File: src/rtl/core/cnms_ram.sv
// Generic simple dual-port RAM: one write port, one registered read port.
// No dependencies.
`timescale 1ns / 1ps

module cnms_ram #(
  parameter int unsigned WIDTH = 8,
  parameter int unsigned DEPTH = 16
) (
  input  logic                     clk_i,
  input  logic                     we_i,
  input  logic [$clog2(DEPTH)-1:0] waddr_i,
  input  logic [WIDTH-1:0]         wdata_i,
  input  logic                     re_i,
  input  logic [$clog2(DEPTH)-1:0] raddr_i,
  output logic [WIDTH-1:0]         rdata_o
);

  logic [WIDTH-1:0] mem_q [DEPTH];
  logic [WIDTH-1:0] rdata_q;

  always_ff @(posedge clk_i) begin
    if (we_i) begin
      mem_q[waddr_i] <= wdata_i;
    end
    if (re_i) begin
      rdata_q <= mem_q[raddr_i];
    end
  end

  assign rdata_o = rdata_q;

endmodule

File: config.mk
export PLATFORM = sky130hd
export DESIGN_NAME = cnms_ram
export DESIGN_NICKNAME = d
export VERILOG_FILES = /design/src/rtl/core/cnms_ram.sv
export SDC_FILE = /design/constraint.sdc
export NUM_CORES = 1
export LEC_CHECK = 0
export BUFFER_PORTS_ARGS = -buffer_cell sky130_fd_sc_hd__buf_2
export CAP_MARGIN = 40
export CORE_ASPECT_RATIO = 1.4
export CORE_MARGIN = 4
export CORE_UTILIZATION = 45
export DETAILED_ROUTE_END_ITERATION = 8
export GPL_ROUTABILITY_DRIVEN = 0
export PLACE_DENSITY = 0.62
export SLEW_MARGIN = 20
export SYNTH_ARGS = -nofsm -noshare
export SYNTH_HDL_FRONTEND = slang
export SYNTH_SLANG_ARGS = --single-unit
File: constraint.sdc
create_clock -name clk_i -period 4.5 [get_ports clk_i]
set_input_delay 0.45 -clock clk_i [delete_from_list [all_inputs] [get_ports clk_i]]
set_output_delay 0.45 -clock clk_i [all_outputs]
set_load 0.01 [all_outputs]
* Yosys cells after proc, flatten, opt, wreduce, memory -nomap -nowiden
Memories as Yosys holds them, arrays and structs flattened. A register that Yosys moved wholly into a read port is not among the register bits.
Cells that the tools add are included.
** Operators by class
- Mux-type cells :: 2
** Operators by type and width (number)
- 2-to-1 mux 1 bit :: 2
** Word-level totals
- Register bits :: 0
- Bits in writable memories :: 128
- Input port bits :: 19
- Output and inout bits :: 8
- Logic and storage cells :: 3
- Memories kept :: 1
** Memory list
- mem_q :: words 16, width 8, read ports 1, clocked after Yosys merged registers in 1, wr ports 1, RTL line 18 : logic [WIDTH-1:0] mem_q [DEPTH];

* Logic depth before layout (Yosys ltp)
- Depth in word-level cells :: 2
- Gate-level depth with buffers :: 5
- Gate-level depth less buffers :: 3

* Worst setup path before layout
Ideal clock, no wire load.
- Path kind :: input port to flip-flop
- From :: in waddr_i[2]
- To :: mem mem_q[0][0] (enable)
- Setup time :: 383 ps
- Arrival time :: 1560 ps
- Data required time :: 4117 ps
- Slack :: 2557 ps
- Stages on the path :: 2
- Path buffers :: 0
- Cell sequence :: or3b_2 -> nor3_1
** RTL lines
- start, declared :: RTL line 11 : input logic [$clog2(DEPTH)-1:0] waddr_i,
- end, declared :: RTL line 18
Straight into the memory's write port.

==> results.md <==
- Status: finished, final reports clean
- Rel. slew slack: 43.1%
- Slew of the pin with the lowest slew margin: 854 ps
- Crit path time final: 1900 ps
- Post-synthesis sequential area ratio: 78.1%
- Synthesized flop and latch total: 136
- CTS buffer count: 17
- Finish-stage setup viols: 0
- Die width: 99.1 µm
- Grt met3 use: 5.41%
- First-pass GRT wire length: 15000 µm
- Die height: about 140 µm
- Core area: 11300 µm²
- Row count: 46
- Final Slew Violations: 0
- Lkg Pwr: 2.07 nW
- Fill cells: 873
- Fmax achieved: 0.527 GHz
- Max Cap Viol: 0
- Critical path capture point type: flop
- DRC viols: 0
- CP arrival: slightly above 2000 ps
- Critical Path End: rdata_o[3]
- Gr usage total: between 10% and 20%
- Number of DRC markers in iteration 0: 179
- Critical path startpoint: raddr_i[0]
- I/O Buffers: 26
- Reg2reg end: rdata_o[5]
- Setup ws final: 2600 ps
- Vias in the first global route: 2522
- Mapped Nets: approximately 250
- Worst-path clk slew: 60 ps
- Post-CTS Setup Bufs: 0
- Cell area after synthesis: 5230 µm²
- Yosys warning count: 0
- Sequential cell area: 4080 µm²
- Pre-Repair DR Iteration Count: 4
- Global-route layer with the greatest usage: met2
- Antenna viol nets, final: 0
- Fin nets: 297
- Resized Gates After CTS: 0
- Die footprint: 13400 µm²
- Area grow syn2layout: 17.6%
- Critical setup path kind: input port to flop
- H-tree depth reported by CTS: 4
- Worst hold slack: 394 ps
- Skew final: 5.58 ps
- Area of the multi-input gates: ~1100 µm²
- VDD IR max: around 280 µV
- Met1 usage: 20.0%
- Ratio of cells with drive above 1 in the final layout: 30.0%
- Num Clock Sinks: 136
- Total grt overflow: 0
- Bufs on Longest Clock Path: 2
- CP max FO: 19
- CTS tree: done
- WL final: around 9400 µm
- Reg2Reg Depth: 3
- Syn Inst Count: 229
- DR WL/cell: 21.7 µm
- Initial antenna violation count: 0
- Clock root buffer: clkbuf_16
- Worst-Skew Late Latency: 410 ps
- HP Class: input port to flop
- Power density over the cells: ~470 nW/µm²
- # IOs: 27
- Final hold violation count: 0
- Total inserted antenna cells: 0
- Starting Density: roughly 46%
- Syn_area_per_cell: 22.8 µm²
- R2r startpoint: mem_q[1][5]
- Flop-to-flop setup slack: 3010 ps
- Average via count per standard cell: 5.55
- Largest net degree at the start of global routing: 33
- Detailed-placement wirelength estimate: 6380 µm
- Cts hold-fix bufs: 0
- Distinct cells, synth: 18
- CP startpoint kind: input port
- Final Cycle Share: between 40% and 50%
- Post-Place Worst Slack: 2150 ps
- CP required: 4660 ps
- Met2 Track Usage GR: between 20 and 30%
- Vias post-DR: 2408
- Final setup TNS: 0 ps
- RSZ-0062 raised after global routing: no
[Yosys cell counts]
| cell | number | area share, % |
|---|---|---|
| buf_6 | 3 | 0.65 |
| nand3_1 | 1 | 0.096 |
| clkdlybuf4s25_2 | 3 | 0.57 |
| mux4_1 | 14 | 7.0 |
| nand2_1 | 9 | 0.65 |
| nor2_1 | 13 | 0.93 |
| mux4_2 | 18 | 7.8 |
| a22oi_1 | 16 | 2.3 |
| nor2b_1 | 1 | 0.12 |
| and2_1 | 1 | 0.12 |
| nand3b_1 | 2 | 0.29 |
| edfxtp_1 | 136 | 78 |
| nor3_1 | 4 | 0.38 |
| buf_2 | 3 | 0.29 |
| nand2b_1 | 2 | 0.24 |
| or3b_2 | 1 | 0.17 |
| and2b_1 | 1 | 0.14 |
| buf_4 | 1 | 0.14 |
[per-stage QoR]
stage          instance area, µm²  cells  util [%]  total power [mW]
2_1_floorplan                5230    229         -              1.53
3_3_place_gp                 5480    391      48.3              1.58
3_5_place_dp                 5560    400      49.0              1.59
4_1_cts                      6120    431      54.0              2.91
5_1_grt                      6150    434      54.2              2.98
6_report                     6150    434      54.2              2.88
[state kept, by name, indices dropped and copies added (netlist names)]
signal,cells
rdata_o,8
mem_q,128
[layout make-up]
| class | count | share of cell area [%] |
|---|---|---|
| well taps | 144 | 2.93 |
| repair buffers | 40 | 4.03 |
| flip-flops and latches | 136 | 66.4 |
| clock inverters | 12 | 2.18 |
| clock buffers | 19 | 7.04 |
| multi-input cells | 83 | 17.4 |
[worst min path at each step]
stage,start,to,slack [ps],cells past startpoint
floorplan,wdata_i[0],mem_q[0][0],550,0
global placement,mem_q[11][1],rdata_o[1],730,3
detailed placement,mem_q[11][3],rdata_o[3],740,3
CTS,re_i,rdata_o[4],390,1
global route,re_i,rdata_o[1],380,1
finish,re_i,rdata_o[1],390,1
[per-layer routing]
metal,wire length [µm],part of all wire (%)
met5,0,0
met4,146,1.5
met3,436,4.6
met2,4990,53
met1,3850,41
[critical path, cell delays in order]
cell     delay [ps]
buf_2           390
buf_12          260
mux4_1          570
a22oi_1         290
nand2_1          80
[cell usage in the layout, fill, tap and decap left out]
| master | count |
|---|---|
| a22oi_1 | 16 |
| and2_1 | 1 |
| and2b_1 | 1 |
| buf_12 | 1 |
| buf_2 | 26 |
| buf_4 | 13 |
| bufinv_16 | 3 |
| clkbuf_1 | 2 |
| clkbuf_16 | 17 |
| clkinv_1 | 3 |
| clkinv_2 | 5 |
| clkinvlp_4 | 1 |
| edfxtp_1 | 136 |
| mux4_1 | 14 |
| mux4_2 | 18 |
| nand2_1 | 9 |
| nand2b_1 | 2 |
| nand3_1 | 1 |
| nand3b_1 | 2 |
| nor2_1 | 13 |
| nor2b_1 | 1 |
| nor3_1 | 2 |
| nor3_2 | 2 |
| or3b_2 | 1 |
[power breakdown]
| group | total (mW) | internal (mW) | switching, mW | leakage (nW) |
|---|---|---|---|---|
| clock | 1.32 | 0.855 | 0.464 | 0.279 |
| sequential | 1.43 | 1.43 | 0.00643 | 1.24 |
| combinational | 0.126 | 0.0532 | 0.0733 | 0.555 |
[logic make-up after synthesis]
family,count (synthesis),synth area share (%)
flops,136,78.1
simple gates,35,3.14
mux,32,14.8
compound gates,16,2.30
buf+inv,10,1.65
Power figures use the tool's default switching activity.
