==> src/rtl/core/cnms_pkg.sv <==
// Shared types, constants and the angle-to-sector function for the
// non-maximum suppression unit. No dependencies.
`timescale 1ns / 1ps

package cnms_pkg;

  // Sizing
  localparam int unsigned MAX_WIDTH = 1024;
  localparam int unsigned MAG_W     = 16;
  localparam int unsigned DIR_W     = 13;
  localparam int unsigned COL_W     = $clog2(MAX_WIDTH);
  localparam int unsigned ROW_W     = 16;
  localparam int unsigned OCOL_W    = 10;
  localparam int unsigned CFG_WW    = 11;
  localparam int unsigned CFG_HW    = 16;
  localparam int unsigned CFG_DW    = 16;
  localparam int unsigned WEFF_W    = (COL_W + 1 > CFG_WW) ? COL_W + 1 : CFG_WW;

  // Stream packing
  localparam int unsigned IN_TDATA_W  = 32;
  localparam int unsigned OUT_TDATA_W = 48;

  // Register indexes
  localparam logic REG_WIDTH  = 1'b0;
  localparam logic REG_HEIGHT = 1'b1;

  localparam logic [CFG_WW-1:0] WIDTH_RST  = CFG_WW'(1024);
  localparam logic [CFG_HW-1:0] HEIGHT_RST = CFG_HW'(1024);

  // Sector boundaries in 1/16 degree
  localparam logic signed [DIR_W:0] ANG_22_5  = 14'sd360;
  localparam logic signed [DIR_W:0] ANG_67_5  = 14'sd1080;
  localparam logic signed [DIR_W:0] ANG_112_5 = 14'sd1800;
  localparam logic signed [DIR_W:0] ANG_157_5 = 14'sd2520;
  localparam logic signed [DIR_W:0] ANG_180   = 14'sd2880;

  typedef enum logic [1:0] {
    SEC_HORZ    = 2'd0,
    SEC_DIAG_UR = 2'd1,
    SEC_VERT    = 2'd2,
    SEC_DIAG_UL = 2'd3
  } sector_e;

  // One line buffer entry: sector of the row above plus two magnitude rows
  typedef struct packed {
    sector_e              sector;
    logic [MAG_W-1:0]     line1;
    logic [MAG_W-1:0]     line0;
  } line_word_t;

  localparam int unsigned LINE_WORD_W = $bits(line_word_t);

  // Position of one beat in the frame and what it emits
  typedef struct packed {
    logic [COL_W-1:0]  addr;
    logic [ROW_W-1:0]  row;
    logic [OCOL_W-1:0] col;
    logic              emit;
    logic              inner;
    logic              last;
  } pos_t;

  function automatic sector_e sector_of(input logic signed [DIR_W-1:0] dir);
    logic signed [DIR_W:0] a;
    sector_e               s;
    a = (dir < 0) ? (DIR_W+1)'(dir) + ANG_180 : (DIR_W+1)'(dir);
    if (a < 0 || a >= ANG_180) begin
      s = SEC_HORZ;
    end else if (a < ANG_22_5 || a >= ANG_157_5) begin
      s = SEC_HORZ;
    end else if (a < ANG_67_5) begin
      s = SEC_DIAG_UR;
    end else if (a < ANG_112_5) begin
      s = SEC_VERT;
    end else begin
      s = SEC_DIAG_UL;
    end
    return s;
  endfunction

endpackage

==> src/rtl/core/cnms_cnt.sv <==
// Configuration registers and row/column counters; places each input beat.
// Depends on cnms_pkg.
`timescale 1ns / 1ps

module cnms_cnt (
  input  logic                          clk_i,
  input  logic                          rst_ni,
  input  logic                          cfg_we_i,
  input  logic                          cfg_idx_i,
  input  logic [cnms_pkg::CFG_DW-1:0]   cfg_data_i,
  input  logic                          step_i,
  input  logic                          frame_start_i,
  output cnms_pkg::pos_t                pos_o
);
  import cnms_pkg::*;

  logic [CFG_WW-1:0] width_q;
  logic [CFG_HW-1:0] height_q;
  logic [COL_W-1:0]  col_q, col_d;
  logic [ROW_W-1:0]  row_q, row_d;

  logic [WEFF_W-1:0] w_eff;
  logic [ROW_W-1:0]  h_eff;
  logic [COL_W-1:0]  c_start, c_cur;
  logic [ROW_W-1:0]  r_start, r_wrap, r_cur;
  logic [COL_W:0]    c_next;
  logic [ROW_W:0]    r_next;

  always_ff @(posedge clk_i or negedge rst_ni) begin
    if (!rst_ni) begin
      width_q  <= WIDTH_RST;
      height_q <= HEIGHT_RST;
    end else if (cfg_we_i) begin
      unique case (cfg_idx_i)
        REG_WIDTH:  width_q  <= cfg_data_i[CFG_WW-1:0];
        REG_HEIGHT: height_q <= cfg_data_i[CFG_HW-1:0];
        default:    ;
      endcase
    end
  end

  // Clamp the registers into their working range
  always_comb begin
    if (WEFF_W'(width_q) < WEFF_W'(3)) begin
      w_eff = WEFF_W'(3);
    end else if (WEFF_W'(width_q) > WEFF_W'(MAX_WIDTH)) begin
      w_eff = WEFF_W'(MAX_WIDTH);
    end else begin
      w_eff = WEFF_W'(width_q);
    end
    h_eff = (height_q < CFG_HW'(3)) ? ROW_W'(3) : height_q;
  end

  always_comb begin
    c_start = frame_start_i ? '0 : col_q;
    r_start = frame_start_i ? '0 : row_q;
    if (WEFF_W'(c_start) >= w_eff) begin
      c_cur  = '0;
      r_wrap = r_start + ROW_W'(1);
    end else begin
      c_cur  = c_start;
      r_wrap = r_start;
    end
    r_cur = (r_wrap >= h_eff) ? '0 : r_wrap;

    c_next = {1'b0, c_cur} + (COL_W+1)'(1);
    r_next = {1'b0, r_cur} + (ROW_W+1)'(1);
    if (WEFF_W'(c_next) >= w_eff) begin
      col_d = '0;
      row_d = (r_next >= {1'b0, h_eff}) ? '0 : r_next[ROW_W-1:0];
    end else begin
      col_d = c_next[COL_W-1:0];
      row_d = r_cur;
    end
  end

  always_ff @(posedge clk_i or negedge rst_ni) begin
    if (!rst_ni) begin
      col_q <= '0;
      row_q <= '0;
    end else if (step_i) begin
      col_q <= col_d;
      row_q <= row_d;
    end
  end

  // Centre sits one row and one column behind the beat
  always_comb begin
    pos_o.addr  = c_cur;
    pos_o.row   = r_cur - ROW_W'(1);
    pos_o.col   = OCOL_W'(c_cur - COL_W'(1));
    pos_o.emit  = (r_cur != '0) && (c_cur != '0);
    pos_o.inner = (r_cur > ROW_W'(1)) && (c_cur > COL_W'(1));
    pos_o.last  = (r_cur == h_eff - ROW_W'(1)) && (WEFF_W'(c_cur) == w_eff - WEFF_W'(1));
  end

endmodule

==> config.mk <==
export PLATFORM = sky130hd
export DESIGN_NAME = cnms_cnt
export DESIGN_NICKNAME = d
export VERILOG_FILES = /design/src/rtl/core/cnms_pkg.sv /design/src/rtl/core/cnms_cnt.sv
export SDC_FILE = /design/constraint.sdc
export NUM_CORES = 1
export LEC_CHECK = 0
export BUFFER_PORTS_ARGS = -buffer_cell sky130_fd_sc_hd__buf_2
export CAP_MARGIN = 20
export CORE_MARGIN = 3
export CORE_UTILIZATION = 30
export CTS_BUF_LIST = sky130_fd_sc_hd__clkbuf_4
export DETAILED_ROUTE_END_ITERATION = 10
export PLACE_DENSITY = 0.44
export SLEW_MARGIN = 20
export SYNTH_ARGS = -nofsm -noshare
export SYNTH_HDL_FRONTEND = slang
export SYNTH_SLANG_ARGS = --single-unit
export TNS_END_PERCENT = 50
==> constraint.sdc <==
create_clock -name clk_i -period 20.2 [get_ports clk_i]
set_input_delay 3.03 -clock clk_i [delete_from_list [all_inputs] [get_ports clk_i]]
set_output_delay 3.03 -clock clk_i [all_outputs]
set_load 0.1 [all_outputs]
* After elaboration in Yosys (flattened, before gate mapping)
Cells that the tools add are included.
** Cells by class
- Eq/ne operators :: 2
- Muxes and demuxes :: 11
- Add/subtract/negate cells :: 7
- Reduce and logical (&&, ||, !) cells :: 7
- Magnitude comparators :: 9
- Bitwise gates (word level) :: 1
** Operators with widths (number)
- $mux W16 :: 6
- $sub A16 B1 Y16 const B :: 2
- $mux W10 :: 3
- $mux W11 :: 2
- $add A16 B1 Y17 const B :: 1
- $ge A17 B16 Y1 :: 1
- $add A16 B1 Y16 const B :: 1
- $eq A16 B16 Y1 :: 1
- $ge A16 B16 Y1 :: 1
- $gt A16 B1 Y1 const B :: 1
- $lt A16 B2 Y1 const B :: 1
- $reduce_bool A16 Y1 :: 1
- $add A10 B1 Y11 const B :: 1
- $eq A10 B11 Y1 :: 1
- $ge A10 B11 Y1 :: 1
- $ge A11 B11 Y1 :: 1
- $gt A11 B11 Y1 const B :: 1
- $lt A11 B2 Y1 const B :: 1
- $sub A11 B1 Y11 const B :: 1
- $gt A10 B1 Y1 const B :: 1
- $reduce_bool A10 Y1 :: 1
- $sub A10 B1 Y10 const B :: 1
- $reduce_and A2 Y1 :: 2
- $logic_and A1 B1 Y1 :: 3
- $not A1 Y1 :: 1
** Word-level totals
- Word-level logic and storage cells :: 41
- Input port bits :: 22
- Flip-flop bits (word level) :: 53

* Longest topological paths before layout
- Depth after elaboration :: 11
- Gate-level depth with buffers :: 39
- Depth with buffers taken out :: 35

* Least setup slack after synthesis
Ideal clock, no wire load.
- Path type :: input-to-output
- Start point :: input frame_start_i
- End point :: output pos_o[0] in the netlist's numbering
- Buffers on the path :: 6
- Arrival time :: 10.990 ns
- Cell stages on the path :: 28
- Path slack :: 6.180 ns
- Data required time :: 17.170 ns
- Cell sequence :: buf_2 > buf_1 > buf_1 > nor2_1 > ha_1 > a21oi_1 > o21ai_1 > a21o_1 > buf_2 > a21oi_1 > buf_2 > mux2i_1 > inv_1 > ha_1 > or3b_1 > o2111ai_1 > a31o_1 > a21oi_1 > or2_2 > clkbuf_1 > nor2_1 > ha_1 > nand2_1 > a211oi_1 > nand2_1 > a2111oi_0 > nand4_1 > nor4_1
** RTL lines
- start, declared :: line cnms_cnt.sv:12 : input logic frame_start_i,
- end, declared :: line cnms_cnt.sv:13 : output cnms_pkg::pos_t pos_o

==> results.yml <==
yosys:
  muxShareOfSynthArea_pct: 5.94
  synth_area_leader_cell: "dfrtp_1"
  synth_ff_type: "dfrtp_1"
  synth-edff-count: 0
  avgSynthCellArea_sq_um: 7.86
  synthSimpleGateAreaFrac_pct: 25.0
  synth-compound-area-share_pct: 19.2
  ys_seq_area_share_pct: 20.9
  synth_top_family_by_area: "simple AND/OR/NAND/NOR gates"
  yosysTopAreaCellShare_pct: 20.1
  synth_nets: 895
  syn_inst: 809
  synthAdderAreaFrac_pct: 12.6
  synth-xor-area-share_pct: 10.6
  yosys_warnings: 0
  synth.area.top_cells: "dfrtp_1 20%, ha_1 13%, xnor2_1 8.7%, mux2_2 4.8%, nor2_1 4.8%"
  async_flop_share_pct: 100
  yosys_register_bits: 53
  synth.distinct_cells: 84
  synth_area_sq_mm: 0.00636
sta:
  setup-tns-final_ns: 0
  drv_slew: 0
  period_needed_ns: 13.02
  skew_ns: 0.0228
  rsz0062_at_grt: "no"
  worst_slew_pin_slew_ns: 0.991
  worst_slack_ns: 7.18
  min_period_over_period_pct: 64.4
  fmax_ghz: 0.0768
  setup_violations: 0
  finalHoldViolCount: 0
  worst_slew_margin_rel_pct: 33.1
pwr:
  total_power_w: 0.000577
  internal_power_w: 0.000238
  clockPowerShare_pct: 10.0
  p_seq_share_pct: 24.5
  power.leakage_nw: 3.05
  pwr-share-comb_pct: 65.5
  swShare_pct: 58.7
  ir_drop_mv: 0.0469
  p_switching_w: 0.000339
  powerDensity_mw_per_mm2: 82.9
clocking:
  cts_buffers: 5
  postCtsHoldBufs: 0
  cts-root-buf: "clkbuf_4"
  clk_latency_ns: 0.45
  cts_tree: "yes"
  clk_pin_slew_ns: 0.18
  clockBufferDepth: 2
  cts_sinks: 53
  ctsResizeCount: 0
  h-tree-depth: 2
  cts_setup_buffers: 0
floorplanning:
  io_pins: 61
  core-area_sq_mm: 0.0206
  die_x_um: 152
  rows: 52
  initial_core_util_pct: 30.9
  dieHeight_um: 152
  dieArea_sq_mm: 0.0230
setup_path:
  cp.required_ns: 17.17
  critical_path_class: "in2out"
  r2r_slack_ns: 9.96
  crit_path_start_kind: "input port"
  worstPathArrival_ns: 9.99
  rr_worst_depth: 33
  critPathMaxFanout: 32
  r2r_start: "width_q[3]$_DFFE_PN0P_"
  r2r_end: "row_q[1]$_DFFE_PN0P_"
  cp-end-kind: "output port"
cells_and_area:
  nets: 936
  multi_input_area_sq_mm: 0.00467
  final_common_cell: "nor2_1"
  final_cells: 1122
  drive_gt1_share_pct: 14.7
  fillers: 2276
  area_delta_synth_final_pct: 9.42
  seq_area_sq_mm: 0.00133
  final_cell_mix: "81 x nor2_1, 76 x nand2_1, 64 x ha_1"
drt:
  wl_per_cell_um: 18.8
  drc: 0
  via_count: 6034
  drt-pass1-iter-count: 5
  drtIter0Drc: 492
  routed_wl_mm: 21.1
  antenna_left: 0
  post_drt_via_cell_ratio: 5.38
global_route:
  overflow: 0
  first_global_vias: 5917
  antenna_found_initial: 1
  grt_max_degree: 55
  grt_pass1_wl_mm: 33.6
  track_usage_pct: 18.8
place:
  post-place-ws_ns: 7.10
  placed_cells: 1113
  hpwlAfterDp_mm: 17.0
  place.gp.congestion: 0.858
  io_buffers: 60
hold_path:
  holdPathEnd: "col_q[6]$_DFFE_PN0P_"
  hold_path.class: "reg2reg"
  hold_path_depth: 2
  worstHoldStart: "col_q[6]$_DFFE_PN0P_"
run_status:
  status: "finished clean"
flow_run:
  maxCapViolCount: 0
==> through the flow <==
| step | utilization (%) | instance area, sq um | hold WS (ns) |
|---|---|---|---|
| after floorplan | - | 6360 | 0.496 |
| after global placement | 33.5 | 6890 | 0.524 |
| after detailed placement | 33.5 | 6890 | 0.537 |
| after CTS | 33.8 | 6960 | 0.572 |
| after global routing | 33.8 | 6960 | 0.609 |
| final | 33.8 | 6960 | 0.570 |
==> sequential cells by signal (all words and copies together), names as in the netlist <==
| name | flops |
|---|---|
| row_q | 16 |
| width_q | 11 |
| height_q | 16 |
| col_q | 10 |
==> power by group through the flow <==
stage	registers, W	logic (W)	clock network, W
3_3_place_gp	0.000144	0.000378	0
6_report	0.000141	0.000378	0.0000579
4_1_cts	0.000141	0.000378	0.0000614
3_5_place_dp	0.000143	0.000376	0
5_1_grt	0.000145	0.000410	0.0000665
2_1_floorplan	0.000135	0.000299	0
==> critical path, stage by stage <==
cell and delay, ns:
buf_2 0.51, inv_1 0.39, nand2_1 0.25, inv_1 0.07, ha_1 0.31, a21oi_1 0.16
o22ai_1 0.13, a21oi_1 0.44, o21ai_1 0.37, xnor2_1 0.38, ha_1 0.28, or3b_1 0.37
o2111ai_1 0.11, a31o_1 0.17, a21oi_1 0.14, or2_2 0.43, nor2_1 0.29, ha_1 0.19
nand2_1 0.05, a211oi_1 0.18, nand2_1 0.07, a2111oi_0 0.59, nand4_1 0.16, nor4_1 0.40
buf_2 0.50
==> worst max path at each step <==
stage             startpoint        to  slack (ns)  cells past startpoint
3_5_place_dp   frame_start_i  pos_o[0]        7.10                     25
4_1_cts        frame_start_i  pos_o[0]        7.08                     25
5_1_grt        frame_start_i  pos_o[0]        6.47                     26
2_1_floorplan  frame_start_i  pos_o[0]        6.18                     28
6_report       frame_start_i  pos_o[0]        7.18                     25
3_3_place_gp   frame_start_i  pos_o[0]        7.35                     26
==> cell usage after synthesis, types with 4 or more instances <==
cell and instances:
nor2_1 81, nand2_1 76, ha_1 64, xnor2_1 63, inv_1 62, dfrtp_1 51, o21ai_0 36, nand3_1 35
a21oi_1 33, mux2_2 27, nor3_1 22, clkbuf_1 19, nand4_1 15, nor2b_1 15, a211oi_1 14, xor2_1 14
nor4_1 13, a31oi_1 10, a21o_1 8, nand2b_1 8, a22oi_1 6, mux2i_1 6, o31ai_1 6, or3_1 6
buf_2 5, o21a_1 5, or4_1 5, a22oi_2 4, and2_1 4, and3_1 4, and4_1 4, o211ai_1 4
o22ai_1 4
==> metal layers <==
metal	GRT usage, %	vias to the layer above	share of wire, %
met1	28.7	2876	51
met2	27.5	141	42
met5	0	-	0
met3	3.36	17	5.1
met4	4.22	0	1.6
li1	-	3000	-
==> layout make-up <==
class	count	area share (%)
diodes	1	0.0360
clock inverters	3	0.378
inverters	63	3.40
well taps	270	4.85
clock buffers	5	0.539
flip-flops and latches	53	19.1
repair buffers	63	4.64
multi-input cells	664	67.1
==> cell families after synthesis <==
logic type / after synthesis
xor+xnor: 77
fa+ha+maj: 64
compound gates: 175
buf+inv: 92
simple gates: 314
mux: 34
flops: 53
Power figures use the tool's default switching activity.
