### src/rtl/core/cnms_pkg.sv
// Shared types, constants and the angle-to-sector function for the
// non-maximum suppression unit. No dependencies.
`timescale 1ns / 1ps

package cnms_pkg;

  // Sizing
  localparam int unsigned MAX_WIDTH = 1024;
  localparam int unsigned MAG_W     = 16;
  localparam int unsigned DIR_W     = 13;
  localparam int unsigned COL_W     = $clog2(MAX_WIDTH);
  localparam int unsigned ROW_W     = 16;
  localparam int unsigned OCOL_W    = 10;
  localparam int unsigned CFG_WW    = 11;
  localparam int unsigned CFG_HW    = 16;
  localparam int unsigned CFG_DW    = 16;
  localparam int unsigned WEFF_W    = (COL_W + 1 > CFG_WW) ? COL_W + 1 : CFG_WW;

  // Stream packing
  localparam int unsigned IN_TDATA_W  = 32;
  localparam int unsigned OUT_TDATA_W = 48;

  // Register indexes
  localparam logic REG_WIDTH  = 1'b0;
  localparam logic REG_HEIGHT = 1'b1;

  localparam logic [CFG_WW-1:0] WIDTH_RST  = CFG_WW'(1024);
  localparam logic [CFG_HW-1:0] HEIGHT_RST = CFG_HW'(1024);

  // Sector boundaries in 1/16 degree
  localparam logic signed [DIR_W:0] ANG_22_5  = 14'sd360;
  localparam logic signed [DIR_W:0] ANG_67_5  = 14'sd1080;
  localparam logic signed [DIR_W:0] ANG_112_5 = 14'sd1800;
  localparam logic signed [DIR_W:0] ANG_157_5 = 14'sd2520;
  localparam logic signed [DIR_W:0] ANG_180   = 14'sd2880;

  typedef enum logic [1:0] {
    SEC_HORZ    = 2'd0,
    SEC_DIAG_UR = 2'd1,
    SEC_VERT    = 2'd2,
    SEC_DIAG_UL = 2'd3
  } sector_e;

  // One line buffer entry: sector of the row above plus two magnitude rows
  typedef struct packed {
    sector_e              sector;
    logic [MAG_W-1:0]     line1;
    logic [MAG_W-1:0]     line0;
  } line_word_t;

  localparam int unsigned LINE_WORD_W = $bits(line_word_t);

  // Position of one beat in the frame and what it emits
  typedef struct packed {
    logic [COL_W-1:0]  addr;
    logic [ROW_W-1:0]  row;
    logic [OCOL_W-1:0] col;
    logic              emit;
    logic              inner;
    logic              last;
  } pos_t;

  function automatic sector_e sector_of(input logic signed [DIR_W-1:0] dir);
    logic signed [DIR_W:0] a;
    sector_e               s;
    a = (dir < 0) ? (DIR_W+1)'(dir) + ANG_180 : (DIR_W+1)'(dir);
    if (a < 0 || a >= ANG_180) begin
      s = SEC_HORZ;
    end else if (a < ANG_22_5 || a >= ANG_157_5) begin
      s = SEC_HORZ;
    end else if (a < ANG_67_5) begin
      s = SEC_DIAG_UR;
    end else if (a < ANG_112_5) begin
      s = SEC_VERT;
    end else begin
      s = SEC_DIAG_UL;
    end
    return s;
  endfunction

endpackage

### src/rtl/core/cnms_win.sv
// 3x3 magnitude window, centre sector and the suppression compare.
// Depends on cnms_pkg.
`timescale 1ns / 1ps

module cnms_win (
  input  logic                      clk_i,
  input  logic                      rst_ni,
  input  logic                      step_i,
  input  logic [cnms_pkg::MAG_W-1:0] mag_i,
  input  cnms_pkg::line_word_t      line_i,
  input  logic                      inner_i,
  output logic [cnms_pkg::MAG_W-1:0] suppressed_o
);
  import cnms_pkg::*;

  logic [2:0][2:0][MAG_W-1:0] win_q, win_d;
  sector_e                    sec_q;
  logic [MAG_W-1:0]           nb_fwd, nb_bwd, centre;

  always_comb begin
    for (int k = 0; k < 3; k++) begin
      win_d[k][0] = win_q[k][1];
      win_d[k][1] = win_q[k][2];
    end
    win_d[0][2] = line_i.line1;
    win_d[1][2] = line_i.line0;
    win_d[2][2] = mag_i;
  end

  always_comb begin
    centre = win_d[1][1];
    unique case (sec_q)
      SEC_HORZ: begin
        nb_fwd = win_d[1][2];
        nb_bwd = win_d[1][0];
      end
      SEC_DIAG_UR: begin
        nb_fwd = win_d[2][0];
        nb_bwd = win_d[0][2];
      end
      SEC_VERT: begin
        nb_fwd = win_d[2][1];
        nb_bwd = win_d[0][1];
      end
      SEC_DIAG_UL: begin
        nb_fwd = win_d[0][0];
        nb_bwd = win_d[2][2];
      end
      default: begin
        nb_fwd = win_d[1][2];
        nb_bwd = win_d[1][0];
      end
    endcase
    suppressed_o = (inner_i && centre >= nb_fwd && centre >= nb_bwd) ? centre : '0;
  end

  always_ff @(posedge clk_i or negedge rst_ni) begin
    if (!rst_ni) begin
      win_q <= '0;
      sec_q <= SEC_HORZ;
    end else if (step_i) begin
      win_q <= win_d;
      sec_q <= line_i.sector;
    end
  end

endmodule

### config.mk
export PLATFORM = sky130hd
export DESIGN_NAME = cnms_win
export DESIGN_NICKNAME = d
export VERILOG_FILES = /design/src/rtl/core/cnms_pkg.sv /design/src/rtl/core/cnms_win.sv
export SDC_FILE = /design/constraint.sdc
export NUM_CORES = 1
export LEC_CHECK = 0
export BUFFER_PORTS_ARGS = -buffer_cell sky130_fd_sc_hd__buf_2
export CAP_MARGIN = 30
export CORE_MARGIN = 2
export CORE_UTILIZATION = 55
export CTS_CLUSTER_SIZE = 30
export DETAILED_ROUTE_END_ITERATION = 10
export GPL_TIMING_DRIVEN = 0
export PLACE_DENSITY_LB_ADDON = 0.12
export SLEW_MARGIN = 10
export SYNTH_ARGS = -nofsm -noshare
export SYNTH_HDL_FRONTEND = slang
export SYNTH_SLANG_ARGS = --single-unit
### constraint.sdc
create_clock -name clk_i -period 3.4 [get_ports clk_i]
set_input_delay 0.17 -clock clk_i [delete_from_list [all_inputs] [get_ports clk_i]]
set_output_delay 0.17 -clock clk_i [all_outputs]
set_load 0.05 [all_outputs]
* Word-level counts from Yosys, hierarchy flattened
Index checks and enable logic that the tools add are counted.
Word-level totals: register bits 98
Operators by class: $lt $le $gt $ge 2, eq/ne operators 3, multiplexer cells 3, reduce and logical (&&, ||, !) cells 3
Operator list (number):
- one-hot mux 16 bit (4 select lines) | 2
- >= comparator 16 bit | 2
- two-way mux 16 bit | 1
- == test 2 bit (second input constant) | 2
- == test 2 x 1 -> 1 bit (second input constant) | 1
- logical AND 1 bit | 2
- zero test 2 bit | 1

* Depth between registers and ports, before layout
Gate-level depths: netlist of run 1.
depth in word-level cells 6, mapped depth 12, gate-level depth less buffers 8

* Worst setup path before layout of run 1
Ideal clock, no wire load.
kind register to output, start point reg sec_q[0], end point out suppressed_o[10] in the netlist's numbering, data arrival time 3.196 ns, path slack 0.034 ns, stages on the path, launching flop included 12, path buffers 4, cell sequence dfrtp_1 > buf_2 > buf_2 > buf_2 > mux4_2 > ha_1 > and3_1 > o21ai_0 > a311oi_1 > o211ai_2 > buf_2 > a21oi_1
On the way: longest elaborated chain between the ends 6, elaborated cells on any way between the ends 11
Ends and longest elaborated chain:
- from (decl) | RTL line cnms_win.sv:17 | sector_e sec_q;
- from (signal assigned) | RTL line cnms_win.sv:63 | sec_q <= line_i.sector;
- == test 2 bit (tied with other cells) | RTL line cnms_win.sv:32 | unique case (sec_q)
- one-hot mux 16 bit (4 select lines) | RTL line cnms_win.sv:32
- >= comparator 16 bit | RTL line cnms_win.sv:54 | suppressed_o = (inner_i && centre >= nb_fwd && centre >= nb_bwd) ? centre : '0;
- logical AND 1 bit | RTL line cnms_win.sv:54
- logical AND 1 bit * | RTL line cnms_win.sv:54
- two-way mux 16 bit * | RTL line cnms_win.sv:54
- to (decl) | RTL line cnms_win.sv:12 | output logic [cnms_pkg::MAG_W-1:0] suppressed_o
Mark *: on every way between the ends. The rest lies on a longest branch, timed or not.

* Worst setup path in the final report of run 1
start point reg sec_q[1], end point out suppressed_o[9] in the netlist's numbering
Same word-level chain as after synthesis.

==> impl_metrics.toml, run 1 <==
[outcome]
status = "complete, but fails checks"
violations = "setup timing"

[sta]
maxSlewHeadroom_pct = 54.53
setup_viol = 2
fmax_ghz = 0.2913
setup_ws_ps = -32.51
min_period_over_period_pct = 101.0
drv_slew = 0
period_needed_ps = 3433
worst_hold_slack_ps = 10.10
tightest_slew_ps = 682.0
worst_clock_skew_ps = 4.867
grt_setup_unrepaired = "yes"
hold_viol = 0

[yosys]
synth_area_um2 = 5512
ys_ff_latch = 98
synth_edf_count = 0
ys_async_sr_fraction_pct = 100.0
synthFlopType = "dfrtp_1"
syn_nets = 478
ys_seq_area_share_pct = 44.49
syn_avg_cell_area_um2 = 14.06
yosysMostFrequentCell = "dfrtp_1"
yosys-top-cells-count = "dfrtp_1, mux2_2, ha_1, inv_1, mux4_2"
synth_top_cell_area_share_pct = 44.49
netlist_instances = 392
synthTopCellsByArea = "dfrtp_1, mux2_2, mux4_2"
synth_cell_types = 36
synth_top_area_cell = "dfrtp_1"
ys_warn_count = 0

[clock_network]
clk_latency_ps = 380
cts_root_buf = "clkbuf_8"
clkTransAtPathRegs_ps = 100
clockBufferDepth = 2
h-tree-depth = 3
cts_sinks = 98
cts_tree = "built"
numCtsBuffers = 9

[hold_path]
hold_depth = 2
min_to = "sec_q[1]"
min_path_type = "input port to flop"
worstHoldStart = "line_i[33]"

[setup_path]
cp_max_fo = 7
required_ps = 3230
worstReg2RegStart = "sec_q[1]"
critPathKind = "flop to output port"
reg2reg_to = "sec_q[1]"
r2r_cells = 4
worst-endpoint-arrival_ps = 3260
cp-end-kind = "output port"
crit_path_start_kind = "flop"
rrSetupSlack_ps = 2190

[routing]
first_iter_violations = 275
drt-vias-per-instance = 5.950
vias = 3796
routed_wl_um = 14000
drc = 0
antenna_left = 0
drt-pass1-iter-count = 4
wl_per_cell_um = 21.94

[layout]
final_area_um2 = 6987
drive_gt1_share_pct = 59.60
area_delta_synth_final_pct = 26.77
nets = 586
n_fill_cell = 679
final_util_pct = 71.81
diodes = 0

[die]
core_area_um2 = 9729
start_util_pct = 56.65
dieArea_um2 = 10840
die_w_um = 104.1
die_h_um = 104.1
num_rows = 36
ios = 70

[power_and_ir_drop]
p_leak_nw = 3.035
peakVddDrop_mv = 0.2938
powerDensity_nw_per_um2 = 503.9

[flow_run]
max_cap_violations = 0

[placed_design]
io_buffers = 68
dp_hpwl_um = 9312
placed_area_um2 = 6048
place_congestion = 0.8718

[grt]
grt_use_total_pct = 26.48
grt_first_pass_wirelength_um = 21590
antenna_found_initial = 0
grt_pass1_vias = 3978
overflow = 0
grt_max_degree = 51
routing by layer:
metal | GRT usage, % | share of wire [%]
met4 | 9.073 | 1.8
met3 | 5.890 | 5.1
met2 | 42.01 | 50
met5 | 0 | 0
met1 | 36.39 | 43
where the power goes:
group / internal (W) / switching [W] / leakage [nW] / total [W]
registers: 0.00131 / 0.000109 / 1.15 / 0.00142
logic: 0.000607 / 0.000575 / 1.77 / 0.00118
clock network: 0.000491 / 0.000430 / 0.117 / 0.000921
total: 0.00241 / 0.00111 / 3.03 / 0.00352
logic make-up (layout without fill, tap and decap cells):
| kind of cell | Yosys count | count (layout) | share of synthesized area (%) |
|---|---|---|---|
| flops | 98 | 98 | 44.49 |
| compound gates | 58 | 58 | 8.219 |
| fa+ha+maj | 32 | 32 | 7.264 |
| simple gates | 18 | 18 | 2.497 |
| mux | 129 | 129 | 32.89 |
| buf+inv | 57 | 170 | 4.631 |
final cells by class:
cell class / count / area (um2) / area share [%]
multi-input combinational: 237 / 3040 / 43.52
clock inverter: 6 / 115.1 / 1.648
inverter: 32 / 120.1 / 1.719
clock buffer: 10 / 127.6 / 1.827
buffer: 25 / 251.5 / 3.600
timing repair buffer: 97 / 713.2 / 10.21
tap: 133 / 166.4 / 2.382
sequential: 98 / 2452 / 35.10
worst max-delay path, cell delays in order, from the launching register on:
cell	delay (ps)
dfrtp_1	370
buf_8	150
buf_12	150
buf_12	100
mux4_2	500
inv_2	100
ha_4	150
nand4_4	100
a211o_1	330
o211ai_4	140
buf_6	170
o311ai_1	110
a21oi_1	240
buf_4	240
flip-flops by register name (all words and copies together) (netlist names):
register and flops:
win_d 80, sec_q 2, centre 16
how the worst max path moves through the flow:
stage                     slack [ps]     start          endpoint
after floorplan                   30  sec_q[0]  suppressed_o[10]
after global placement          -330  sec_q[0]  suppressed_o[12]
after detailed placement        -370  sec_q[0]  suppressed_o[13]
after CTS                        -20  sec_q[1]   suppressed_o[4]
after global routing            -110  sec_q[0]  suppressed_o[15]
final                            -30  sec_q[1]   suppressed_o[9]
cell usage in the layout (no fill, tap or decap), drive strengths merged:
cell type    count
a2111oi          1
a211o            1
a21o             3
a21oi           24
a221oi           1
a311oi           1
a31oi            1
and3             3
and4             2
buf            116
bufinv           3
clkbuf          13
clkinv           2
clkinvlp         1
dfrtp           98
dlygate4sd3      3
ha              32
inv             32
mux2            97
mux4            32
nand2            6
nand2b           1
nand3            1
nand4            2
nor2             1
nor2b            1
nor4             1
o211ai           4
o21a             1
o21ai            5
o311ai          16
metrics by stage:
step	total power, W	cells	setup TNS [ps]	worst slack (ps)
2_1_floorplan	0.002093	392	0	34.37
3_3_place_gp	0.002326	593	-3532	-325.0
3_5_place_dp	0.002362	594	-3858	-371.0
4_1_cts	0.003392	621	-19.57	-15.66
5_1_grt	0.003696	638	-925.5	-105.9
6_report	0.003521	638	-37.83	-32.51
timing repair:
action	in CTS	in global routing
endpoints found under the hold margin	50	1
setup endpoints to repair	16	16
cloned	1	2
hold buffers	2	1
buffers inserted	8	14
pin swaps	9	7
resized for setup	64	36
No activity file was read; power rests on OpenSTA's default activity.
==> inputs of run 2 (changes only) <==
--- a/config.mk
+++ b/config.mk
@@ -8,9 +8,10 @@
 export BUFFER_PORTS_ARGS = -buffer_cell sky130_fd_sc_hd__buf_2
 export CAP_MARGIN = 30
 export CORE_MARGIN = 2
-export CORE_UTILIZATION = 55
+export CORE_UTILIZATION = 45
 export CTS_CLUSTER_SIZE = 30
 export DETAILED_ROUTE_END_ITERATION = 10
+export GPL_ROUTABILITY_DRIVEN = 0
 export GPL_TIMING_DRIVEN = 0
 export PLACE_DENSITY_LB_ADDON = 0.12
 export SLEW_MARGIN = 10
==> constraint.sdc (replaced) <==
create_clock -name clk_i -period 3.4 [get_ports clk_i]
set_input_delay 0.51 -clock clk_i [delete_from_list [all_inputs] [get_ports clk_i]]
set_output_delay 0.51 -clock clk_i [all_outputs]
set_load 0.05 [all_outputs]
==> impl_metrics.toml, run 2 (synthesized netlist as in run 1, its figures left out) <==
[outcome]
status = "complete, but fails checks"
violations = "setup timing"

[placed_design]
placed_area_um2 = 6156
io_buffers = 68
dp_hpwl_um = 9813
dp_cells = 608

[setup_path]
rrSetupSlack_ps = 2220
critPathKind = "flop to output port"
crit_path_max_incr_delay_ps = 530
path_common_cell = "buf_6"
required_ps = 2890
cp_max_fo = 7
cp-end-kind = "output port"
endpoint = "suppressed_o[3]"
worstReg2RegStart = "sec_q[1]"
crit_path_start_kind = "flop"
crit_chain = "buf_6 > buf_12 > mux4_2 > ha_4 > nand2b_4 > a2111oi_4 > nor4_4 > buf_6 > buf_4 > o311ai_4 > a21oi_4 > buf_6"
startpoint = "sec_q[1]"
reg2reg_to = "sec_q[1]"
r2r_cells = 4
crit_slowest_cell = "mux4_2"
worst-endpoint-arrival_ps = 3150

[sta]
setup_ws_ps = -256.9
worst_hold_slack_ps = 147.0
worst_clock_skew_ps = 8.282
period_needed_ps = 3657
min_period_over_period_pct = 107.6
grt_setup_unrepaired = "yes"
setup_viol = 16
maxSlewHeadroom_pct = 59.39
drv_slew = 0
tightest_slew_ps = 609.2
fmax_ghz = 0.2735
hold_viol = 0

[routing]
wl_per_cell_um = 22.20
drc = 0
routed_wl_um = 14410
drt-vias-per-instance = 5.827
antenna_left = 0
first_iter_violations = 196
vias = 3782
drt-pass1-iter-count = 6

[power_and_ir_drop]
powerDensity_nw_per_um2 = 515.0
p_leak_nw = 3.094
peakVddDrop_mv = 0.2966

[clock_network]
cts_sinks = 98
clkTransAtPathRegs_ps = 80
numCtsBuffers = 9
clockBufferDepth = 2
clk_latency_ps = 360
cts_tree = "built"
cts_root_buf = "clkbuf_16"
h-tree-depth = 3

[layout]
area_delta_synth_final_pct = 33.28
diodes = 0
final_area_um2 = 7346
final_cell_mix = "dfrtp_1, mux2_2, buf_2"
drive_gt1_share_pct = 62.75
stdcell_count = 649
n_fill_cell = 916
largest_register_ffs = 80
final_common_cell = "dfrtp_1"
nets = 583

[die]
dieArea_um2 = 13150
die_h_um = 114.7
die_w_um = 114.7
num_rows = 40
ios = 70
core_area_um2 = 11960
start_util_pct = 46.08

[grt]
grt_use_total_pct = 23.26
antenna_found_initial = 0
grt_pass1_vias = 3953
grt_first_pass_wirelength_um = 22320
grt_max_degree = 57
overflow = 0

[hold_path]
min_path_type = "input port to async pin"

[flow_run]
max_cap_violations = 0
==> run 2: stage by stage <==
step / power [W] / util [%] / worst slack, ps / TNS, ps
2_1_floorplan: 0.002126 / - / -161.0 / -1279
3_3_place_gp: 0.002364 / 51.21 / -841.5 / -11610
3_5_place_dp: 0.002397 / 51.46 / -854.2 / -11830
4_1_cts: 0.003729 / 59.64 / -258.3 / -3528
5_1_grt: 0.003966 / 61.41 / -335.7 / -5001
6_report: 0.003783 / 61.41 / -256.9 / -3815
==> run 2: metal layers <==
layer	global-route usage, %	vias to the layer above	wire [um]
li1	-	1700	-
met1	32.88	1980	6749
met2	36.33	84	6865
met3	3.494	18	458
met4	8.943	0	335
met5	0	-	0
==> run 2: power breakdown <==
group | switching, W | leakage (nW) | internal, W
Sequential | 0.000113 | 1.15 | 0.00131
Clock | 0.000463 | 0.151 | 0.000643
Combinational | 0.000617 | 1.79 | 0.000638
==> run 2: repair_timing <==
action,CTS,global route
cloned,2,2
buffers inserted,14,6
setup endpoints to repair,16,16
pin swaps,7,8
gates resized for setup,114,16
hold buffers,0,0
==> run 2: area by class of cell <==
cell class / count / area, um2 / share of cell area (%)
buffer: 25 / 271.5 / 3.696
clock buffer: 9 / 225.2 / 3.066
clock inverter: 7 / 93.84 / 1.277
inverter: 32 / 120.1 / 1.635
multi-input combinational: 237 / 3251 / 44.25
sequential: 98 / 2452 / 33.38
tap: 147 / 183.9 / 2.504
timing repair buffer: 94 / 748.2 / 10.19
==> run 2: worst min-delay path by stage <==
stage	from	to	slack (ps)	cells after the start
after floorplan	rst_ni	centre[0]	210	0
after global placement	win_d[101]	win_d[101]	480	1
after detailed placement	win_d[61]	win_d[61]	490	1
after CTS	rst_ni	win_d[26]	160	1
after global routing	rst_ni	win_d[26]	180	1
final	rst_ni	win_d[26]	150	1
==> run 2: worst max-delay path: cells and delay by family, from the launching register on <==
family,cells,cell delay (ps)
AO/OA/AOI/OAI,3,710
buffers and inverters,5,730
AND/OR/NAND/NOR,2,240
flip-flops,1,340
multiplexers,1,530
adder cells (fa/ha/maj),1,230
